==> config.mk <==
export PLATFORM = sky130hd
export DESIGN_NAME = pgt_ctrl
export DESIGN_NICKNAME = d
export VERILOG_FILES = /design/src/rtl/pgt_pkg.sv /design/src/rtl/pgt_ctrl.sv
export SDC_FILE = /design/constraint.sdc
export NUM_CORES = 1
export LEC_CHECK = 0
export ABC_CLOCK_PERIOD_IN_PS = 4800
export BUFFER_PORTS_ARGS = -buffer_cell sky130_fd_sc_hd__clkbuf_2
export CAP_MARGIN = 10
export CORE_AREA = 2 2 39 41
export CTS_CLUSTER_SIZE = 28
export DETAILED_ROUTE_END_ITERATION = 6
export DIE_AREA = 0 0 41 43
export PLACE_DENSITY = 0.63
export SYNTH_ARGS = -nofsm -noshare
export SYNTH_HDL_FRONTEND = slang
export SYNTH_SLANG_ARGS = --single-unit
==> constraint.sdc <==
create_clock -name clock -period 4.8 [get_ports clock]
set_input_delay 0.96 -clock clock [delete_from_list [all_inputs] [get_ports clock]]
set_output_delay 0.96 -clock clock [all_outputs]
set_load 0.05 [all_outputs]
==> src/rtl/pgt_pkg.sv <==
package pgt_pkg;

   localparam int unsigned ROW_IN_W    = 6;
   localparam int unsigned COL_IN_W    = 6;
   localparam int unsigned COLOR_IN_W  = 4;
   localparam int unsigned CFG_W       = 5;
   localparam int unsigned LIKE_W      = 14;
   localparam int unsigned HORIZ_W     = 13;

   localparam logic [CFG_W-1:0] COLOR_COUNT_RESET = 5'd2;

   localparam logic [1:0] NB_DOWN  = 2'd0;
   localparam logic [1:0] NB_UP    = 2'd1;
   localparam logic [1:0] NB_RIGHT = 2'd2;

   typedef enum logic [2:0] {
      ADDR_IN,
      ADDR_DOWN,
      ADDR_UP,
      ADDR_RIGHT,
      ADDR_LEFT,
      ADDR_CELL,
      ADDR_CLEAR
   } addr_sel_type;

   typedef enum logic [2:0] {
      ST_CLEAR,
      ST_IDLE,
      ST_RD_DOWN,
      ST_RD_UP,
      ST_RD_RIGHT,
      ST_RD_LEFT,
      ST_WRITE,
      ST_REPORT
   } state_type;

   typedef struct packed {
      logic         accept;
      addr_sel_type addr_sel;
      logic         mem_we;
      logic         cap_old;
      logic         cap_nb;
      logic [1:0]   nb_idx;
      logic         commit;
      logic         report;
      logic         clear_step;
   } cmd_type;

   typedef struct packed {
      logic reject;
      logic out_free;
      logic clear_last;
   } status_type;

endpackage

==> src/rtl/pgt_ctrl.sv <==
module pgt_ctrl (
   input  logic                clock,
   input  logic                reset,
   input  logic                req_valid,
   output logic                req_ready,
   input  pgt_pkg::status_type status,
   output pgt_pkg::cmd_type    cmd
);
   import pgt_pkg::*;

   state_type state_ff, state_in;

   always_comb begin
      state_in = state_ff;
      unique case (state_ff)
         ST_CLEAR:    if (status.clear_last) state_in = ST_IDLE;
         ST_IDLE: begin
            if (req_valid) begin
               state_in = status.reject ? ST_REPORT : ST_RD_DOWN;
            end
         end
         ST_RD_DOWN:  state_in = ST_RD_UP;
         ST_RD_UP:    state_in = ST_RD_RIGHT;
         ST_RD_RIGHT: state_in = ST_RD_LEFT;
         ST_RD_LEFT:  state_in = ST_WRITE;
         ST_WRITE:    if (status.out_free) state_in = ST_IDLE;
         ST_REPORT:   if (status.out_free) state_in = ST_IDLE;
         default:     state_in = ST_IDLE;
      endcase
   end

   always_comb begin
      req_ready      = 1'b0;
      cmd            = '0;
      cmd.addr_sel   = ADDR_CELL;
      unique case (state_ff)
         ST_CLEAR: begin
            cmd.addr_sel   = ADDR_CLEAR;
            cmd.mem_we     = 1'b1;
            cmd.clear_step = 1'b1;
         end
         ST_IDLE: begin
            req_ready    = 1'b1;
            cmd.accept   = req_valid;
            cmd.addr_sel = ADDR_IN;
         end
         ST_RD_DOWN: begin
            cmd.addr_sel = ADDR_DOWN;
            cmd.cap_old  = 1'b1;
         end
         ST_RD_UP: begin
            cmd.addr_sel = ADDR_UP;
            cmd.cap_nb   = 1'b1;
            cmd.nb_idx   = NB_DOWN;
         end
         ST_RD_RIGHT: begin
            cmd.addr_sel = ADDR_RIGHT;
            cmd.cap_nb   = 1'b1;
            cmd.nb_idx   = NB_UP;
         end
         ST_RD_LEFT: begin
            cmd.addr_sel = ADDR_LEFT;
            cmd.cap_nb   = 1'b1;
            cmd.nb_idx   = NB_RIGHT;
         end
         ST_WRITE: begin
            cmd.addr_sel = ADDR_CELL;
            cmd.mem_we   = 1'b1;
            cmd.commit   = status.out_free;
         end
         ST_REPORT: begin
            cmd.report = status.out_free;
         end
         default: begin
            cmd.addr_sel = ADDR_CELL;
         end
      endcase
   end

   always_ff @(posedge clock) begin
      if (reset) begin
         state_ff <= ST_CLEAR;
      end else begin
         state_ff <= state_in;
      end
   end

   a_accept_path: assert property (@(posedge clock) disable iff (reset)
      cmd.accept |=> (state_ff == ST_RD_DOWN) || (state_ff == ST_REPORT))
      else $error("accepted item took no update path");

endmodule

# --- Yosys cells after proc, flatten, opt, wreduce, memory -nomap -nowiden ---
# Cells that the tools add are included.
op_classes:
  n_addsub: 0
  n_mul: 0
  div_mod_pow: 0
  magnitude_cmp: 0
  n_eq_ne: 10
  shifts: 0
  muxes: 14
  bitwise: 0
  reduce_logical: 4
ops:
  columns: ["cell", "n"]
  rows:
  - ["$pmux W3 S7", 1]
  - ["$pmux W3 S6", 1]
  - ["$eq A3 B3 Y1 const B", 4]
  - ["$mux W3", 4]
  - ["$pmux W3 S3", 1]
  - ["$mux W1", 7]
  - ["$eq A3 B2 Y1 const B", 2]
  - ["$ne A2 B2 Y1 const B", 2]
  - ["$reduce_or A2 Y1", 2]
  - ["$eq A3 B1 Y1 const B", 1]
  - ["$logic_not A3 Y1", 1]
  - ["$reduce_and A3 Y1", 1]
  - ["$ne A2 B1 Y1 const B", 1]
totals:
  ff_bits: 3
  latch_bits: 0
  ram_bits: 0
  rom_bits: 0
  output_inout_bits: 13
  word_cells: 29
  mem_count: 0

# --- Depth between registers and ports, before layout ---
# Gate-level depths: netlist (run 1).
depth:
  word_depth: 4
  mapped_depth: 6
  ltp_nobuf: 5

# --- Least setup slack after synthesis (run 1) ---
# OpenSTA, ideal clock, no wires.
synth_timing:
  path_type: "input -> output"
  start: "input status[1] (netlist bit)"
  end: "output cmd[2] (netlist bit)"
  t_arrival_ps: 2064
  required_ps: 3840
  path_slack_ps: 1776
  path_stages: 2
  path_buffers: 0
  cell_sequence: "nand2_1 nor3_1"
synth_lines:
  columns: ["element", "line", "rtl"]
  rows:
  - ["start: declaration", "pgt_ctrl.sv:6", "input pgt_pkg::status_type status,"]
  - ["end: declaration", "pgt_ctrl.sv:7", "output pgt_pkg::cmd_type cmd"]

==> metrics.md, run 1 <==
| Metric | Value |
|---|---|
| PD cells | 350 nW/um^2 |
| Reg area | 60.1 sq um |
| Post-CTS Setup Repair Bufs | 0 |
| Resize count post-CTS | 0 |
| Layout area overhead | 28.7% |
| Max FFs per register | 3 |
| Critical Path AT | 1690 ps |
| Clock buffer count from CTS | 3 |
| Syn_nets | 59 |
| Crit start category | register |
| Critical path's slowest cell | dfxtp_1 |
| Cts hold-fix bufs | 0 |
| Via Count | 428 |
| CP delay by family, top | flip-flops |
| Final Slew Violations | 0 |
| Number of fill cells in the layout | 156 |
| RR Endpoint | state_ff[2] |
| Reg2reg start | state_ff[1] |
| Hold Path Sink | state_ff[1] |
| Global route overflow | 0 |
| Worst R2R Path Depth | 5 |
| First drt pass iteration count | 4 |
| Final hold vios | 0 |
| Detailed Route WL | 964 microns |
| Final core utilization | 0.373 |
| GRT Util Overall | 0.115 |
| GPL Wtd Cong | 0.724 |
| CP Buf/Inv Count | 1 |
| Tightest Hold Check Type | register to register |
| Most frequent cells in the layout | clkbuf_2 (18), nor3_1 (5), nor2b_1 (5), nand2b_1 (4) |
| Max-slew headroom | 0.673 |
| Hold path depth | 2 |
| CP max stage delay | 610 ps |
| Slew @ Worst Pin | 490 ps |
| DRT iter0 DRCs | 3 |
| Hold Path Origin | state_ff[1] |
| Chip width | 41 microns |
| Post-synthesis sequential area ratio | 0.150 |
| H-tree levels | 1 |
| Total power | 181 uW |
| Antenna diodes | 0 |
| Max clock buf depth | 2 |
| Post-route minimum period | 2650 ps |
| Peak supply drop | 0.000132 V |
| Syn Std Cell Area | 402 sq um |
| CP Capture Type | primary output |
| FP Rows | 14 |
| P_leak | 0.219 nW |
| Synth warn | 0 |
| Reg2Reg Setup Slack | 2870 ps |
| Layout cells sized above 1 | 0.414 |
| WS Path Type | register to primary output |
| Drt drc | 0 |
| Final layout net count | 79 |
| Die height | 43 microns |
| Port Buf Inserts | 18 |
| Most flop-heavy register | state_ff |
| First-pass GRT wire length | 1410 microns |
| Hold_ws | 714 ps |
| Area used by multi-input combinational logic | 313 sq um |
| Non-Filler Instances | 86 |
| CTS sink count | 3 |
| CTS Root Cell | clkbuf_4 |
| Max-Cap Viols | 0 |
| Worst Path Required | 3840 ps |
| Clock Skews | 2.88 ps |
| DR vias/cell | 4.98 |
| Clock slew at the register clock pins of the worst setup and hold paths | 40 ps |
| Vias in the first global route | 341 |
| Outcome | complete, no violations |
| CTS tree | built |
| Crit-path cells | nand2b_2 > mux2_2 > nor2_1 > clkbuf_2 |
| Synth unique cells | 31 |
| IO Pins | 19 |
| Die ar. | 1760 sq um |
| Starting Density | 0.290 |
| Most common cell after layout, fill and taps aside | clkbuf_2 |
| Top flop regs | state_ff: 3 flops |
| Initial antenna violation count | 0 |
| Period utilisation layout | 0.552 |
| Gate Count Post-Synth | 51 |
| CORE AREA | 1380 sq um |
| Largest net degree at the start of global routing | 16 |
| Post-DR wirelength/cell | 11.2 microns |
| Final setup violation count | 0 |
| Post-DRT Antenna Nets | 0 |
| Later-pin clock latency in the skew report | 240 ps |
| Inst Count DP | 82 |
| Flops & latches, synth | 3 |
| Post-DP HPWL | 708 microns |
| Setup TNS Final | 0 ps |
| CP max FO | 15 |
| Fmax | 0.378 GHz |
| Unrepaired setup endpoints after global routing | false |
| Syn_area_per_cell | 7.88 sq um |
==> cell type report <==
type	count	share of cell area
well taps	16	0.0387
inverters	2	0.0145
clock buffers	4	0.0508
flip-flops and latches	3	0.116
multi-input cells	43	0.605
repair buffers	18	0.174
==> worst min-delay path: cells and delay by family, from the launching register on <==
family         cells  cell delay (ps)
flip-flops         1              450
AO/OA/AOI/OAI      2              210
==> cells by family (layout without fill, tap and decap cells) <==
family / count (synthesis) / after routing / synth area share
fa+ha+maj: 2 / 2 / 0.0623
buf+inv: 5 / 24 / 0.0716
compound gates: 13 / 13 / 0.280
mux: 1 / 1 / 0.0280
simple gates: 26 / 26 / 0.386
flops: 3 / 3 / 0.150
xor+xnor: 1 / 1 / 0.0218
==> where the power goes <==
group / internal (mW) / switching, mW / total, mW
Clock: 0.0313 / 0.0154 / 0.0467
Combinational: 0.0290 / 0.0677 / 0.0967
Sequential: 0.0276 / 0.00972 / 0.0373
Total: 0.0879 / 0.0928 / 0.181
==> synthesized netlist by cell type (all sizes together) <==
library cell,count,share of area
mux2,1,0.028
nor4b,1,0.022
a21oi,1,0.012
inv,2,0.019
o21ai,3,0.037
o21bai,3,0.065
and2,1,0.016
ha,2,0.062
nor3,5,0.062
o41ai,1,0.041
o2111ai,1,0.022
buf,3,0.053
a31oi,1,0.016
or2,1,0.016
xnor2,1,0.022
nor2,3,0.028
nand2,2,0.019
dfxtp,3,0.15
or3,1,0.028
a31o,1,0.022
and3,1,0.016
a221o,1,0.025
nand2b,5,0.084
o32ai,1,0.041
nor3b,1,0.019
nor2b,5,0.078
==> stage by stage <==
step | area, sq um | setup WS [ps]
6_report | 517 | 2150
5_1_grt | 517 | 2040
4_1_cts | 517 | 2160
3_5_place_dp | 490 | 2260
3_3_place_gp | 490 | 2260
2_1_floorplan | 402 | 1780
==> routing by layer <==
| layer | up-vias | GRT usage | wire length, microns |
|---|---|---|---|
| met4 | 0 | 0.0400 | 10 |
| li1 | 226 | - | - |
| met5 | - | 0 | 0 |
| met2 | 5 | 0.172 | 499 |
| met3 | 2 | 0.0314 | 25 |
| met1 | 195 | 0.154 | 429 |
==> worst max-delay path by stage <==
stage	start	end	slack (ps)	depth (start not counted)
2_1_floorplan	status[1]	cmd[2]	1780	2
3_3_place_gp	status[1]	cmd[2]	2260	4
3_5_place_dp	status[1]	cmd[2]	2260	4
4_1_cts	state_ff[1]	cmd[3]	2160	4
5_1_grt	state_ff[0]	cmd[9]	2040	4
6_report	state_ff[0]	cmd[9]	2150	4
Note: power is estimated with default switching activity, not from simulation.
==> inputs of run 2 (changes only) <==
--- a/config.mk
+++ b/config.mk
@@ -5,14 +5,15 @@
 export SDC_FILE = /design/constraint.sdc
 export NUM_CORES = 1
 export LEC_CHECK = 0
-export ABC_CLOCK_PERIOD_IN_PS = 4800
+export ABC_AREA = 1
+export ABC_CLOCK_PERIOD_IN_PS = 2200
 export BUFFER_PORTS_ARGS = -buffer_cell sky130_fd_sc_hd__clkbuf_2
 export CAP_MARGIN = 10
 export CORE_AREA = 2 2 39 41
 export CTS_CLUSTER_SIZE = 28
 export DETAILED_ROUTE_END_ITERATION = 6
 export DIE_AREA = 0 0 41 43
-export PLACE_DENSITY = 0.63
+export PLACE_DENSITY = 0.59
 export SYNTH_ARGS = -nofsm -noshare
 export SYNTH_HDL_FRONTEND = slang
 export SYNTH_SLANG_ARGS = --single-unit
==> constraint.sdc (replaced) <==
create_clock -name clock -period 2.2 [get_ports clock]
set_input_delay 0.44 -clock clock [delete_from_list [all_inputs] [get_ports clock]]
set_output_delay 0.44 -clock clock [all_outputs]
set_load 0.05 [all_outputs]
==> metrics.md, run 2 <==
| Metric | Value |
|---|---|
| Crit start category | register |
| Primary FF master, synth | dfxtp_1 |
| Layout cells sized above 1 | 0.341 |
| Fmax | 0.540 GHz |
| Slew @ Worst Pin | 276 ps |
| Max FFs per register | 3 |
| Detailed Route WL | 838 microns |
| Resize count post-CTS | 0 |
| Tightest Hold Check Type | primary input to register |
| Setup TNS Final | 0 ps |
| FP Rows | 14 |
| Post-synthesis sequential area ratio | 0.182 |
| Post-DRT Antenna Nets | 0 |
| Most flop-heavy register | state_ff |
| Top flop regs | state_ff: 3 flops |
| Final Slew Violations | 0 |
| Final hold vios | 0 |
| Gate Count Post-Synth | 63 |
| Die ar. | 1760 sq um |
| Number of fill cells in the layout | 182 |
| Cts hold-fix bufs | 0 |
| Largest net degree at the start of global routing | 9 |
| CP max FO | 8 |
| Count leader, synth | nand2_1 |
| Synth warn | 0 |
| Post-DP HPWL | 732 microns |
| CTS sink count | 3 |
| Max clock buf depth | 2 |
| Syn_nets | 71 |
| GRT Util Overall | 0.126 |
| Period utilisation layout | 0.841 |
| Post-synth top cells | nand2_1 (18), nor2_1 (13), inv_1 (11) |
| Vias in the first global route | 413 |
| Starting Density | 0.239 |
| Final setup violation count | 0 |
| IO Pins | 19 |
| Unrepaired setup endpoints after global routing | false |
| CTS tree | built |
| Flops & latches, synth | 3 |
| Max-slew headroom | 0.816 |
| First drt pass iteration count | 2 |
| Chip width | 41 microns |
| Final layout net count | 94 |
| DRT iter0 DRCs | 3 |
| Syn Std Cell Area | 330 sq um |
| Synth unique cells | 13 |
| Synth top area share | 0.205 |
| Die height | 43 microns |
| Most frequent cells in the layout | nand2_1 (18), clkbuf_2 (18), nor2_1 (12), inv_1 (11), nand3_1 (7) |
| Later-pin clock latency in the skew report | 230 ps |
| Ys async rst share | 0 |
| Area leader, netlist | nand2_1 |
| Post-DR wirelength/cell | 8.30 microns |
| Via Count | 428 |
| Post-route minimum period | 1850 ps |
| DR vias/cell | 4.24 |
| Initial antenna violation count | 0 |
| GPL Wtd Cong | 0.708 |
| CP Capture Type | primary output |
| Global route overflow | 0 |
| CTS Root Cell | clkbuf_4 |
| Layout area overhead | 43.9% |
| Clock slew at the register clock pins of the worst setup and hold paths | 40 ps |
| CORE AREA | 1380 sq um |
| Outcome | complete, no violations |
| Setup WS pre-CTS | 588 ps |
| First-pass GRT wire length | 1520 microns |
| Critical Path AT | 1410 ps |
| Post-route setup slack | 349 ps |
| Post-CTS Setup Repair Bufs | 0 |
| Clock Skews | 3.53 ps |
| Hold_ws | 466 ps |
| Syn_area_per_cell | 5.24 sq um |
| Worst Path Required | 1760 ps |
| Antenna diodes | 0 |
| Synth area leaders | nand2_1 (20%), dfxtp_1 (18%), nor2_1 (15%), inv_1 (13%), nand3_1 (11%) |
| H-tree levels | 1 |
| Clock buffer count from CTS | 3 |
| WS Path Type | register to primary output |
| Port Buf Inserts | 18 |
| Max-Cap Viols | 0 |
| Number of synthesized flops with an enable pin | 0 |
| Drt drc | 0 |
==> run 2: through the flow <==
step,cells,area [sq um],utilization
floorplan,63,339,-
global route,101,475,0.344
finish,101,475,0.344
CTS,101,475,0.344
detailed placement,97,449,0.325
global placement,97,449,0.325
==> run 2: cell type report <==
type                       count  area [sq um]  share of cell area
clock buffer                   4          26.3              0.0553
timing repair buffer          18          90.1               0.189
sequential                     3          60.1               0.126
multi-input combinational     46           226               0.476
inverter                      14          52.6               0.111
tap                           16          20.0              0.0421
==> run 2: cell families after synthesis <==
logic type               synth area share
flip-flops                          0.182
AO/OA/AOI/OAI                      0.0151
adder cells (fa/ha/maj)            0.0757
AND/OR/NAND/NOR                     0.568
buffers and inverters               0.159
==> run 2: path summary, 6_finish.rpt <==
| kind | end | depth (start not counted) | slack, ps | from |
|---|---|---|---|---|
| max reg2reg | state_ff[0] | 6 | 880 | state_ff[1] |
| min reg2reg | state_ff[0] | 4 | 650 | state_ff[0] |
| min | state_ff[0] | 4 | 470 | reset |
| max | cmd[1] | 3 | 350 | state_ff[2] |
==> run 2: layer usage <==
metal,track usage,wire [microns]
met1,0.134,338
met2,0.206,447
met3,0.0314,42
met4,0.0800,10
met5,0,0
==> run 2: worst max-delay path, cell delays in order, from the launching register on <==
cell      delay (ps)
dfxtp_1          470
inv_2            130
nor4_2           270
clkbuf_2         310
Power of run 2 is left out: the tool's default activity adds up to more than one toggle a clock period on the data nets, which glitch-free logic cannot reach.
